--- config.mk ---
export PLATFORM = sky130hd
export DESIGN_NAME = line_editing_discipline_core
export DESIGN_NICKNAME = d
export VERILOG_FILES = /design/src/rtl/led_pkg.sv /design/src/rtl/led_line_ram.sv /design/src/rtl/line_editing_discipline_core.sv
export SDC_FILE = /design/constraint.sdc
export NUM_CORES = 1
export LEC_CHECK = 0
export ABC_CLOCK_PERIOD_IN_PS = 4590
export BUFFER_PORTS_ARGS = -buffer_cell sky130_fd_sc_hd__buf_2
export CAP_MARGIN = 10
export CORE_MARGIN = 3
export CORE_UTILIZATION = 50
export DETAILED_ROUTE_END_ITERATION = 7
export GPL_ROUTABILITY_DRIVEN = 0
export PLACE_DENSITY = 0.71
export SLEW_MARGIN = 20
export SYNTH_ARGS = -nofsm -noshare
export SYNTH_HDL_FRONTEND = slang
export SYNTH_SLANG_ARGS = --single-unit
--- constraint.sdc ---
create_clock -name clk_i -period 4.59 [get_ports clk_i]
set_input_delay 1.1475 -clock clk_i [delete_from_list [all_inputs] [get_ports clk_i]]
set_output_delay 1.1475 -clock clk_i [all_outputs]
set_load 0.05 [all_outputs]
--- src/rtl/led_pkg.sv ---
// shared types and constants for the line editing core
// no dependencies; used by line_editing_discipline_core
`default_nettype none

package led_pkg;

  localparam int unsigned ACT_W  = 3;
  localparam int unsigned CHAR_W = 8;
  localparam int unsigned LIM_W  = 7;

  localparam logic [LIM_W-1:0] LIM_RESET = 7'd40;

  // control bytes
  localparam logic [CHAR_W-1:0] CH_EOT   = 8'h04;  // ctrl-d
  localparam logic [CHAR_W-1:0] CH_BS    = 8'h08;
  localparam logic [CHAR_W-1:0] CH_DEL   = 8'h7F;
  localparam logic [CHAR_W-1:0] CH_ETB   = 8'h17;  // ctrl-w
  localparam logic [CHAR_W-1:0] CH_NAK   = 8'h15;  // ctrl-u
  localparam logic [CHAR_W-1:0] CH_SPACE = 8'h20;
  localparam logic [CHAR_W-1:0] CH_TILDE = 8'h7E;

  typedef enum logic [ACT_W-1:0] {
    ACT_ECHO       = 3'd0,
    ACT_NEWLINE    = 3'd1,
    ACT_ERASE      = 3'd2,
    ACT_ERASE_LINE = 3'd3,
    ACT_BELL       = 3'd4,
    ACT_END        = 3'd5
  } action_e;

  typedef struct packed {
    action_e            act;
    logic [CHAR_W-1:0]  ch;
    logic               last;
  } res_t;

endpackage

`default_nettype wire

--- src/rtl/led_line_ram.sv ---
// line character store: one write port, one read port, registered read data
// no dependencies
`default_nettype none

module led_line_ram #(
  parameter int unsigned DEPTH  = 64,
  parameter int unsigned ADDR_W = 6
) (
  input  wire logic              clk_i,
  input  wire logic              we_i,
  input  wire logic [ADDR_W-1:0] waddr_i,
  input  wire logic [7:0]        wdata_i,
  input  wire logic [ADDR_W-1:0] raddr_i,
  output logic      [7:0]        rdata_o
);

  logic [7:0] mem [DEPTH];

  always_ff @(posedge clk_i) begin
    if (we_i) begin
      mem[waddr_i] <= wdata_i;
    end
    rdata_o <= mem[raddr_i];
  end

endmodule

`default_nettype wire

--- src/rtl/line_editing_discipline_core.sv ---
// top level of the line editing core: control sequencer and result register
// depends on led_pkg and led_line_ram
`default_nettype none

// Takes one keyboard byte per transfer and gives display actions, one per
// output transfer, with tlast on the final action of each byte. A printable
// byte that wraps the line gives a newline, then the echo. Ctrl-w takes the
// byte, fetches the last character from the line memory, then gives one
// erase per erased character as the memory is read from the end of the
// line backwards. A full action register holds off the next byte until the
// sink takes the action, and it also holds off each erase of a ctrl-w.
// The line limit may only be written while no byte is in progress; 0 acts
// as 1 and values above MAX_LINE act as MAX_LINE. After ctrl-d on an empty
// line every byte is taken and dropped until reset.
module line_editing_discipline_core #(
  parameter int unsigned MAX_LINE = 64
) (
  input  wire logic        clk_i,
  input  wire logic        rst_ni,
  // input byte stream
  input  wire logic        s_axis_tvalid,
  output logic             s_axis_tready,
  input  wire logic [7:0]  s_axis_tdata,   // [7:0] in_byte
  // action stream
  output logic             m_axis_tvalid,
  input  wire logic        m_axis_tready,
  output logic [15:0]      m_axis_tdata,   // [2:0] action, [10:3] out_char, rest zero
  output logic             m_axis_tlast,   // last
  // line limit register
  input  wire logic        cfg_valid_i,
  output logic             cfg_ready_o,
  input  wire logic [6:0]  cfg_data_i      // line_limit
);

  localparam int unsigned LEN_W  = $clog2(MAX_LINE + 1);
  localparam int unsigned ADDR_W = (MAX_LINE > 1) ? $clog2(MAX_LINE) : 1;
  localparam logic [led_pkg::LIM_W-1:0] MAX_LIM = led_pkg::LIM_W'(MAX_LINE);

  localparam logic [1:0] ST_IDLE = 2'd0;
  localparam logic [1:0] ST_ECHO = 2'd1;
  localparam logic [1:0] ST_WORD = 2'd2;

  logic [1:0]                   state_q, state_d;
  logic [LEN_W-1:0]             len_q, len_d;
  logic                         ended_q, ended_d;
  logic                         word_q, word_d;   // past trailing spaces
  logic                         pend_q, pend_d;   // erase owed, last flag not known yet
  logic [7:0]                   hold_q, hold_d;
  logic [led_pkg::LIM_W-1:0]    lim_q;
  logic                         out_valid_q;
  led_pkg::res_t                out_q, res_d;
  logic                         out_load;

  logic                         slot_free, accept, printable, cont;
  logic [led_pkg::LIM_W-1:0]    eff_lim, len_ext;
  logic                         we;
  logic [ADDR_W-1:0]            waddr, raddr;
  logic [7:0]                   wdata, rdata;
  logic [LEN_W-1:0]             len_m1;

  assign cfg_ready_o = 1'b1;

  always_ff @(posedge clk_i or negedge rst_ni) begin
    if (!rst_ni) begin
      lim_q <= led_pkg::LIM_RESET;
    end else if (cfg_valid_i) begin
      lim_q <= cfg_data_i;
    end
  end

  always_comb begin
    eff_lim = lim_q;
    if (lim_q == '0) begin
      eff_lim = led_pkg::LIM_W'(1);
    end else if (lim_q > MAX_LIM) begin
      eff_lim = MAX_LIM;
    end
  end

  assign len_ext   = led_pkg::LIM_W'(len_q);
  assign slot_free = !out_valid_q || m_axis_tready;
  assign s_axis_tready = (state_q == ST_IDLE) && slot_free;
  assign accept    = s_axis_tvalid && s_axis_tready;
  assign printable = (s_axis_tdata >= led_pkg::CH_SPACE) && (s_axis_tdata <= led_pkg::CH_TILDE);
  // word erase keeps going unless the line is empty or a space ends the word
  assign cont      = (len_q != '0) && !(word_q && (rdata == led_pkg::CH_SPACE));

  always_comb begin
    state_d  = state_q;
    len_d    = len_q;
    ended_d  = ended_q;
    word_d   = word_q;
    pend_d   = pend_q;
    hold_d   = hold_q;
    out_load = 1'b0;
    res_d    = '{act: led_pkg::ACT_BELL, ch: '0, last: 1'b1};
    we       = 1'b0;
    waddr    = len_q[ADDR_W-1:0];
    wdata    = s_axis_tdata;

    unique case (state_q)
      ST_IDLE: begin
        if (accept && !ended_q) begin
          if (printable) begin
            we = 1'b1;
            if (len_ext >= eff_lim) begin
              // wrap: newline first, echo goes out next
              waddr    = '0;
              len_d    = LEN_W'(1);
              hold_d   = s_axis_tdata;
              out_load = 1'b1;
              res_d    = '{act: led_pkg::ACT_NEWLINE, ch: '0, last: 1'b0};
              state_d  = ST_ECHO;
            end else begin
              len_d    = len_q + LEN_W'(1);
              out_load = 1'b1;
              res_d    = '{act: led_pkg::ACT_ECHO, ch: s_axis_tdata, last: 1'b1};
            end
          end else begin
            unique case (s_axis_tdata)
              led_pkg::CH_EOT: begin
                if (len_q == '0) begin
                  ended_d  = 1'b1;
                  out_load = 1'b1;
                  res_d    = '{act: led_pkg::ACT_END, ch: '0, last: 1'b1};
                end
              end
              led_pkg::CH_BS, led_pkg::CH_DEL: begin
                if (len_q != '0) begin
                  len_d    = len_q - LEN_W'(1);
                  out_load = 1'b1;
                  res_d    = '{act: led_pkg::ACT_ERASE, ch: '0, last: 1'b1};
                end
              end
              led_pkg::CH_ETB: begin
                word_d  = 1'b0;
                pend_d  = 1'b0;
                state_d = ST_WORD;
              end
              led_pkg::CH_NAK: begin
                len_d    = '0;
                out_load = 1'b1;
                res_d    = '{act: led_pkg::ACT_ERASE_LINE, ch: '0, last: 1'b1};
              end
              default: begin
                out_load = 1'b1;
                res_d    = '{act: led_pkg::ACT_BELL, ch: '0, last: 1'b1};
              end
            endcase
          end
        end
      end
      ST_ECHO: begin
        if (slot_free) begin
          out_load = 1'b1;
          res_d    = '{act: led_pkg::ACT_ECHO, ch: hold_q, last: 1'b1};
          state_d  = ST_IDLE;
        end
      end
      ST_WORD: begin
        // rdata holds the character at len_q - 1
        if (!pend_q || slot_free) begin
          if (pend_q) begin
            out_load = 1'b1;
            res_d    = '{act: led_pkg::ACT_ERASE, ch: '0, last: !cont};
          end
          if (cont) begin
            len_d  = len_q - LEN_W'(1);
            pend_d = 1'b1;
            word_d = word_q || (rdata != led_pkg::CH_SPACE);
          end else begin
            pend_d  = 1'b0;
            state_d = ST_IDLE;
          end
        end
      end
      default: begin
        state_d = ST_IDLE;
      end
    endcase
  end

  // read follows the next line end (len_d - 1), so the registered read data is the character at len_q - 1
  assign len_m1 = len_d - LEN_W'(1);
  assign raddr  = len_m1[ADDR_W-1:0];

  led_line_ram #(
    .DEPTH  (MAX_LINE),
    .ADDR_W (ADDR_W)
  ) u_ram (
    .clk_i   (clk_i),
    .we_i    (we),
    .waddr_i (waddr),
    .wdata_i (wdata),
    .raddr_i (raddr),
    .rdata_o (rdata)
  );

  always_ff @(posedge clk_i or negedge rst_ni) begin
    if (!rst_ni) begin
      state_q     <= ST_IDLE;
      len_q       <= '0;
      ended_q     <= 1'b0;
      word_q      <= 1'b0;
      pend_q      <= 1'b0;
      out_valid_q <= 1'b0;
    end else begin
      state_q <= state_d;
      len_q   <= len_d;
      ended_q <= ended_d;
      word_q  <= word_d;
      pend_q  <= pend_d;
      if (out_load) begin
        out_valid_q <= 1'b1;
      end else if (m_axis_tready) begin
        out_valid_q <= 1'b0;
      end
    end
  end

  always_ff @(posedge clk_i) begin
    hold_q <= hold_d;
    if (out_load) begin
      out_q <= res_d;
    end
  end

  assign m_axis_tvalid = out_valid_q;
  assign m_axis_tdata  = {5'b0, out_q.ch, out_q.act};
  assign m_axis_tlast  = out_q.last;

  // line never grows past the store
  a_len_bound: assert property (@(posedge clk_i) disable iff (!rst_ni)
    len_q <= LEN_W'(MAX_LINE))
    else $error("line length beyond store depth");

  // a result is only loaded into a free output slot
  a_no_overwrite: assert property (@(posedge clk_i) disable iff (!rst_ni)
    out_load |-> slot_free)
    else $error("result register overwritten");

  // once the session has ended nothing more is produced
  a_ended_silent: assert property (@(posedge clk_i) disable iff (!rst_ni)
    ended_q |-> !out_load)
    else $error("result after end of session");

  // echoed characters are always printable
  a_echo_printable: assert property (@(posedge clk_i) disable iff (!rst_ni)
    (out_load && (res_d.act == led_pkg::ACT_ECHO)) |->
      ((res_d.ch >= led_pkg::CH_SPACE) && (res_d.ch <= led_pkg::CH_TILDE)))
    else $error("non-printable echo");

endmodule

`default_nettype wire

# After elaboration in Yosys (flattened, before gate mapping)
# Memory sizes are Yosys's and may differ from the RTL's. A register that Yosys moved wholly into a read port is not among the register bits.
# Index checks and enable logic that the tools add are counted.
# classes
addsub	3
n_lt_le_gt_ge	4
n_eq_ne	18
muxes	57
bitwise_logic	1
n_reduce_logical	26
# op_table
op	count
12-bit 2-to-1 mux	6
12-bit one-hot mux with 3 select lines	2
7-bit 2-to-1 mux	8
7-bit one-hot mux with 2 select lines	2
6-bit 2-to-1 mux	4
1-bit 2-to-1 mux	21
10-bit 2-to-1 mux	2
8-bit by 5-bit equality test with 1-bit output (second input constant)	2
7-bit logical NOT	2
2-bit 2-to-1 mux	7
6-bit AND reduction	2
2-bit != test (second input constant)	5
5-bit AND reduction	2
8-bit by 3-bit equality test with 1-bit output (second input constant)	1
8-bit by 4-bit equality test with 1-bit output (second input constant)	1
8-bit by 6-bit equality test with 1-bit output (second input constant)	1
8-bit by 7-bit equality test with 1-bit output (second input constant)	1
8-bit by 6-bit greater-or-equal comparator with 1-bit output (second input constant)	1
8-bit by 7-bit <= comparator with 1-bit output (second input constant)	1
8-bit by 6-bit != test with 1-bit output (second input constant)	1
7-bit by 1-bit adder with 7-bit output (second input constant)	1
7-bit greater-or-equal comparator	1
7-bit > comparator (second input constant)	1
7-bit nonzero test	1
other kinds (17)	33
# totals
reg_bits	40
ram_bits	512
out_inout_bits	20
mem_count	1
# memory_table
name	depth	width	rd	rd_clocked_by_memory_dff	wr	line_no	source
u_ram.mem	64	8	1	1	1	led_line_ram.sv:17	logic [7:0] mem [DEPTH];

# Longest topological paths before layout
# Gate-level depths: netlist of the first run.
# depth
ltp_word	9
depth_mapped	22

# Modules after synthesis
# From an unflattened synthesis of the first run, not the netlist that was laid out.
# unflattened
cells_unflattened	1220
hier_area_um2	22889.5
# modules_own_cells
module	instances	cells_per_inst	area_per_inst_um2	seq_area_each_um2
led_line_ram	1	940	20161.8	15534.9
line_editing_discipline_core	1	280	2727.6	1103.6

# Worst setup path after synthesis of the first run
# Ideal clock, no wire load.
# synth_timing
kind	input -> register
start	in s_axis_tdata[0]
end	reg u_ram.rdata_o[4], read port of u_ram.mem
t_arrival_ns	5.015
slack_ns	-0.562
cell_stages	18
n_path_buf	6
path_cell_list	or3_4 or4_4 a21oi_4 a311o_1 o21a_1 buf_6 buf_6 buf_6 inv_1 ha_1 clkbuf_1 clkbuf_1 clkbuf_1 mux4_2 nand2_1 a21oi_1 o221ai_1 o31ai_1
# synth_between
elab_chain_cells	7
word_cells_on_any_way	12
cone_classes	add/sub: 1; order compare: 2; eq/ne: 3; mux: 4; reduce/logical: 2
# synth_lines
item	line_no	source
from (decl)	line_editing_discipline_core.sv:23	input wire logic [7:0] s_axis_tdata,
parallel branches: the longest is 3 deep, another holds 8-bit by 6-bit greater-or-equal comparator with 1-bit output	n/a	
7-bit 2-to-1 mux (*)	line_editing_discipline_core.sv:104	if (printable) begin
7-bit 2-to-1 mux (*)	line_editing_discipline_core.sv:103	if (accept && !ended_q) begin
7-bit one-hot mux with 2 select lines (*)	line_editing_discipline_core.sv:101	unique case (state_q)
net len_d[0]	line_editing_discipline_core.sv:44	logic [LEN_W-1:0] len_q, len_d;
6-bit by 1-bit subtractor with 6-bit output (*)	line_editing_discipline_core.sv:184	assign len_m1 = len_d - LEN_W'(1);
to (decl)	led_line_ram.sv:14	output logic [7:0] rdata_o
# Mark *: on every way through the listed nets, which the timed path passes.
# A chain may end at the register's enable or synchronous reset.

# Worst setup path in the final report of the first run
# layout_timing
start	reg lim_q[3] in the netlist's numbering
end	reg u_ram.rdata_o[5], read port of u_ram.mem
# layout_between
elab_chain_cells	9
word_cells_on_any_way	10
cone_classes	add/sub: 1; order compare: 2; mux: 6; reduce/logical: 1
# layout_lines
item	line_no	source
from (decl)	line_editing_discipline_core.sv:49	logic [led_pkg::LIM_W-1:0] lim_q;
from (signal assigned)	line_editing_discipline_core.sv:65	lim_q <= led_pkg::LIM_RESET;
from (signal assigned)	line_editing_discipline_core.sv:67	lim_q <= cfg_data_i;
7-bit > comparator	line_editing_discipline_core.sv:75	end else if (lim_q > MAX_LIM) begin
7-bit 2-to-1 mux	line_editing_discipline_core.sv:75	
7-bit 2-to-1 mux (*)	line_editing_discipline_core.sv:73	if (lim_q == '0) begin
7-bit greater-or-equal comparator (*)	line_editing_discipline_core.sv:106	if (len_ext >= eff_lim) begin
7-bit 2-to-1 mux (*)	line_editing_discipline_core.sv:106	
7-bit 2-to-1 mux (*)	line_editing_discipline_core.sv:104	
7-bit 2-to-1 mux (*)	line_editing_discipline_core.sv:103	
7-bit one-hot mux with 2 select lines (*)	line_editing_discipline_core.sv:101	
6-bit by 1-bit subtractor with 6-bit output (*)	line_editing_discipline_core.sv:184	
# Mark *: on every way between the ends. The rest lies on a longest branch, timed or not.

==> results of run 1 <==
## logic make-up (layout without fill, tap and decap cells)
group                    count (synthesis)  in the layout  synth area share (%)
XOR/XNOR                                 8              8                 0.306
multiplexers                           146            146                  13.4
AND/OR/NAND/NOR                        265            265                  5.65
buffers and inverters                  107            375                  2.21
other                                    2              7                0.0328
adder cells (fa/ha/maj)                 10             10                 0.547
AO/OA/AOI/OAI                          159            159                  5.07
flip-flops                             560            560                  72.8
## cell type report
type,count,area [µm²]
Antenna cell,1,2.50
Clock buffer,65,1460
Clock inverter,35,248
Fill cell,3228,17800
Inverter,32,120
Multi-Input combinational cell,594,5800
Sequential cell,560,16600
Tap cell,592,741
Timing Repair Buffer,243,1900
## stage by stage
stage	total power [mW]	std cells	utilization (%)
after floorplan	11.5	1261	-
after global placement	14.8	2021	56.4
after detailed placement	14.9	2021	56.4
final	19.1	2122	60.2
after global routing	20.0	2121	60.2
after CTS	19.2	2121	60.2
## registers in the layout, summed over array words and instances, names as in the netlist, 2 cells and up
name	cells
hold_q	8
len_ext	7
lim_q	7
m_axis_tdata	11
state_q	2
u_ram.mem	512
u_ram.rdata_o	8
## cell usage in the layout (no fill, tap or decap), drive strengths merged, types with 10 or more instances in the layout
cell type and count:
a2111oi 17, a21oi 50, buf 243, clkbuf 65, clkinv 28, dfrtp 18
edfxtp 532, ha 10, inv 34, mux2i 12, mux4 128, nand2 75
nand3 23, nor2 83, nor2b 18, nor3 14, o21ai 13, o221ai 17
o22ai 10
## routing by layer
metal  part of all wire (%)  vias to the layer above
met5                      0                        -
met4                    3.2                        0
met1                     40                     6496
li1                       -                     5538
met3                    7.6                      112
met2                     50                      591
## power groups by stage
stage	Clock, mW	Sequential (mW)	Combinational (mW)
floorplan	0	6.06	5.44
global placement	0	5.97	8.85
detailed placement	0	5.97	8.90
CTS	4.35	5.87	8.94
global route	4.56	5.88	9.54
finish	4.28	5.87	8.97
## worst paths after layout
check	from	end	slack (ps)
min reg2reg	ended_q	ended_q	490
min	ended_q	ended_q	490
max in group asynchronous	rst_ni	lim_q[5]	3690
min in group asynchronous	rst_ni	m_axis_tvalid	520
max	lim_q[3]	u_ram.rdata_o[5]	90
max reg2reg	lim_q[3]	u_ram.rdata_o[5]	90
## repair_timing
action	4_1_cts	5_1_grt
resized for setup	0	5
hold endpoints to repair	0	0
hold buffers	0	0
setup endpoints to repair	0	8
==> results.py, run 1 <==
metrics = {
    "sta": {
        "max_freq_mhz": 222,
        "slew_headroom_pct": 41.8,
        "layout_setup_ws_ps": 91.4,
        "finalHoldViolCount": 0,
        "min_period_ps": 4500,
        "rsz0062_at_grt": "true",
        "drv_slew": 0,
        "period_share_pct": 98.0,
        "setup_tns_ps": 0,
        "worst_pin_slew_ps": 870,
        "hold_slack_ps": 494,
        "setup_viol": 0,
        "finalClockSkew_ps": 23.2,
    },
    "logic_synthesis": {
        "synthesis.area_um2": 22900,
        "ys_ff_latch": 560,
        "synth_largest_area_cell": "edfxtp_1",
        "ys_types": 71,
        "yosys-top-cells-area": "edfxtp_1 70%, mux4_2 13%, dfrtp_1 2.0%",
        "synth_common_cells": "532 x edfxtp_1, 128 x mux4_2, 82 x nor2_1",
        "synth.top_cell.area_share_pct": 69.9,
        "syn_avg_cell_area_um2": 18.2,
        "ys.flop_type": "edfxtp_1",
        "ys_warn_count": 0,
        "synth-edff-count": 532,
        "synth_async_sr_flop_share_pct": 3.57,
        "ys_seq_area_share_pct": 72.8,
        "yosysMostFrequentCell": "edfxtp_1",
        "synthCells": 1257,
    },
    "floorplan": {
        "die_width_um": 220,
        "rows": 77,
        "start_util_pct": 51.2,
        "dieArea_um2": 48300,
        "die_y_um": 220,
        "core-area_um2": 44700,
        "ios": 40,
    },
    "grt": {
        "use_met2_pct": 37.2,
        "grt_overflow_total": 0,
        "grt_start_max_net_pins": 66,
        "antenna_found_initial": 2,
        "grt_pass1_wl_um": 80900,
        "grt_pass1_vias": 12800,
        "grt_usage_pct": 22.7,
        "gr-max-usage-layer": "met2",
        "met1_usage_pct": 31.3,
        "use_met3_pct": 4.19,
    },
    "detailed_routing": {
        "antenna_left": 0,
        "route.detailed.drc": 0,
        "via_count": 12700,
        "dr.pass1.iters": 6,
        "drtIter0Drc": 1755,
        "vias_per_cell": 6.00,
        "drt_wl_total_um": 53100,
        "wire_per_inst_um": 25.0,
    },
    "outcome": {
        "outcome": "completed",
    },
    "critical_path": {
        "crit_family": "compound AO/OA/AOI/OAI gates",
        "path_cells": "nor3_1, a21oi_1, nor2_1, ha_1, nand2b_1, a31oi_1, o21a_1, a2111oi_0, buf_4, o21a_4, inv_1, ha_4, buf_4, mux4_2, nor2b_1, a2111oi_1, buf_4, o31ai_1",
        "cp_max_fo": 7,
        "critical_path.slowest_cell": "a2111oi_1",
        "critPathMostFrequentCell": "buf_4",
        "start_kind": "register",
        "cpPeakStageDelay_ps": 590,
        "path_class": "register to register",
        "rr_worst_depth": 18,
        "cp.arrival_ps": 4970,
        "cp_num_cells": 18,
        "cp.required_ps": 5060,
        "crit_buf_inv": 4,
        "worstSetupEndpointType": "register",
    },
    "power": {
        "sw_frac_of_total_pct": 35.1,
        "peakVddDrop_uv": 623,
        "p_int_mw": 12.4,
        "power.leakage_nw": 9.11,
        "clockPowerShare_pct": 22.4,
        "switching_power_mw": 6.71,
        "combPwrFrac_pct": 46.9,
        "seqPwrFrac_pct": 30.7,
        "p_per_area_nw_per_um2": 710,
    },
    "run": {
        "maxCapViolCount": 0,
    },
    "placed_design": {
        "dpl_worst_slack_ps": -376,
        "place_area_um2": 25200,
        "hpwl_um": 35800,
        "port_buffers": 33,
    },
    "cts": {
        "cts_buffer_depth": 3,
        "clock_latency_ps": 610,
        "cts_root_buf": "clkbuf_16",
        "post-cts-setup-buffers": 0,
        "clkSinkCount": 560,
        "cts_made_buffers": 55,
        "clkSlewWorstSetupHoldPaths_ps": 70,
        "cts_tree": "done",
        "htreeDepth": 2,
    },
    "finish": {
        "layout-drive-gt1-share_pct": 32.0,
        "synthToLayoutAreaGrowth_pct": 17.7,
        "fin_area_um2": 26900,
        "fin_nets": 1516,
    },
    "worst_hold_path": {
        "hp-class": "register to register",
        "holdPathStages": 1,
    },
}
Note: power is estimated with default switching activity, not from simulation.
==> inputs of run 2 (changes only) <==
--- a/config.mk
+++ b/config.mk
@@ -8,11 +8,13 @@
 export ABC_CLOCK_PERIOD_IN_PS = 4590
 export BUFFER_PORTS_ARGS = -buffer_cell sky130_fd_sc_hd__buf_2
 export CAP_MARGIN = 10
+export CELL_PAD_IN_SITES_DETAIL_PLACEMENT = 1
+export CELL_PAD_IN_SITES_GLOBAL_PLACEMENT = 1
 export CORE_MARGIN = 3
-export CORE_UTILIZATION = 50
+export CORE_UTILIZATION = 49
 export DETAILED_ROUTE_END_ITERATION = 7
 export GPL_ROUTABILITY_DRIVEN = 0
-export PLACE_DENSITY = 0.71
+export PLACE_DENSITY = 0.78
 export SLEW_MARGIN = 20
 export SYNTH_ARGS = -nofsm -noshare
 export SYNTH_HDL_FRONTEND = slang
==> run 2 against run 1 <==
  * First-iteration DRC count is 8.0% lower
  * Hold slack worse by 7.6 ps
  * Via count is 4.4% higher
  * Cell count is 0.14% lower
  * Largest power group unchanged
  * Routed wire length is 20% higher
==> results.py, run 2 (synthesized netlist as in run 1, its figures left out) <==
metrics = {
    "sta": {
        "max_freq_mhz": 223,
        "finalClockSkew_ps": 34.9,
        "worst_pin_slew_ps": 977,
        "drv_slew": 0,
        "min_period_ps": 4480,
        "setup_viol": 0,
        "period_share_pct": 97.5,
        "finalHoldViolCount": 0,
        "rsz0062_at_grt": "false",
        "slew_headroom_pct": 34.8,
    },
    "power": {
        "switching_power_mw": 7.43,
        "combPwrFrac_pct": 47.4,
        "p_int_mw": 12.9,
        "sw_frac_of_total_pct": 36.5,
        "clockPowerShare_pct": 23.7,
        "power_mw": 20.4,
        "seqPwrFrac_pct": 28.9,
        "p_per_area_nw_per_um2": 752,
        "peakVddDrop_uv": 555,
        "power.leakage_nw": 9.17,
    },
    "floorplan": {
        "start_util_pct": 50.0,
        "core-area_um2": 45800,
        "rows": 78,
        "dieArea_um2": 49300,
        "ios": 40,
        "die_y_um": 222,
        "die_width_um": 222,
    },
    "cts": {
        "cts_made_buffers": 58,
        "cts_root_buf": "clkbuf_16",
        "cts_tree": "done",
        "clkSlewWorstSetupHoldPaths_ps": 70,
        "htreeDepth": 2,
        "cts_buffer_depth": 3,
        "clock_latency_ps": 650,
        "clkSinkCount": 560,
        "holdBufCountCts": 0,
    },
    "critical_path": {
        "crit_buf_inv": 6,
        "crit_family": "compound AO/OA/AOI/OAI gates",
        "start_kind": "input pin",
        "rr_worst_depth": 19,
        "path_class": "input pin to register",
        "critPathMostFrequentCell": "buf_4",
        "worstSetupEndpointType": "register",
        "cp.arrival_ps": 4970,
        "cp_num_cells": 15,
        "cp.required_ps": 5090,
        "cp_max_fo": 15,
        "cpPeakStageDelay_ps": 560,
        "path_cells": "buf_2, buf_4, or4_1, or2_2, a311o_1, o21a_4, buf_4, o31ai_1, buf_4, nand3_2, buf_12, nor2b_1, a2111oi_2, buf_4, o31ai_1",
        "critical_path.slowest_cell": "or4_1",
    },
    "detailed_routing": {
        "via_count": 13300,
        "drt_wl_total_um": 63500,
        "vias_per_cell": 6.28,
        "dr.pass1.iters": 5,
        "wire_per_inst_um": 30.0,
        "drtIter0Drc": 1614,
        "antenna_left": 0,
        "route.detailed.drc": 0,
    },
    "run": {
        "maxCapViolCount": 0,
    },
    "grt": {
        "grt_pass1_vias": 14000,
        "grt_overflow_total": 0,
        "grt_start_max_net_pins": 68,
        "antenna_found_initial": 4,
        "grt_pass1_wl_um": 95000,
        "grt_usage_pct": 25.9,
    },
    "finish": {
        "largest_reg_flops": 512,
        "final_cell_mix": "532 x edfxtp_1, 173 x buf_4, 128 x mux4_2",
        "synthToLayoutAreaGrowth_pct": 18.5,
        "multi_input_area_um2": 5830,
        "layout_commonest_cell": "edfxtp_1",
        "fin_nets": 1500,
        "utilization_pct": 59.2,
        "regArea_um2": 16600,
        "nFillCells": 4050,
        "layout-drive-gt1-share_pct": 32.0,
        "max_flop_register": "u_ram.mem",
    },
    "outcome": {
        "outcome": "completed",
    },
    "placed_design": {
        "port_buffers": 33,
        "hpwl_um": 41500,
    },
    "worst_hold_path": {
        "hp-class": "input pin to async pin",
    },
}
[run 2: through the flow]
stage	instance area [µm²]	TNS [ps]	instances	setup WS, ps	hold slack [ps]
floorplan	22900	0	1261	9.33	448
global placement	25100	-2030	2010	-390	495
detailed placement	25100	-3340	2010	-555	508
CTS	27100	0	2118	8.25	455
global route	27100	0	2118	0.799	499
finish	27100	0	2119	113	486
[run 2: path summary, 6_finish.rpt]
path | start | endpoint | slack [ps]
worst max register to register | lim_q[3] | u_ram.rdata_o[7] | 200
worst max-delay path | s_axis_tdata[6] | u_ram.rdata_o[7] | 110
worst min-delay path | rst_ni | len_ext[2] | 490
min in group clk_i | ended_q | ended_q | 520
max in group asynchronous | rst_ni | lim_q[5] | 3730
worst min register to register | ended_q | ended_q | 520
[run 2: worst reg2reg max path, cell delays in order, from the launching register on]
cell       delay, ps
dfstp_2          550
nor3_1            50
a21oi_1          140
nor2_1            60
ha_1             260
nand2b_1         110
a31oi_2          110
o21a_2           290
a2111oi_2        410
o21a_4           210
inv_1             70
ha_4             320
buf_4            190
buf_8            210
buf_4            160
mux4_2           290
mux2i_1          210
o22ai_1          150
o221ai_1         270
o31ai_1          200
[run 2: timing repair]
| item | 4_1_cts | 5_1_grt |
|---|---|---|
| cloned | 0 | 0 |
| buffers inserted | 0 | 0 |
| endpoints found under the setup margin | 5 | 8 |
| gates resized for setup | 6 | 9 |
[run 2: layout make-up]
type,instances,area share (%)
multi-input combinational,594,21.5
inverter,32,0.443
clock buffer,74,5.76
tap,600,2.77
sequential,560,61.4
clock inverter,34,1.41
antenna,1,0.00923
timing repair buffer,224,6.71
[run 2: routing by layer]
| metal | wire length, µm | global-route usage, % |
|---|---|---|
| met2 | 32600 | 43.9 |
| met1 | 24500 | 34.5 |
| met3 | 4360 | 4.67 |
| met4 | 2050 | 8.11 |
| met5 | 0 | 0 |
[run 2: power by group through the flow]
stage / logic [mW] / clock network [mW] / registers [mW]
2_1_floorplan: 5.44 / 0 / 6.06
3_3_place_gp: 8.98 / 0 / 5.98
3_5_place_dp: 9.38 / 0 / 5.99
4_1_cts: 9.59 / 4.90 / 5.89
5_1_grt: 10.2 / 5.11 / 5.91
6_report: 9.65 / 4.83 / 5.90
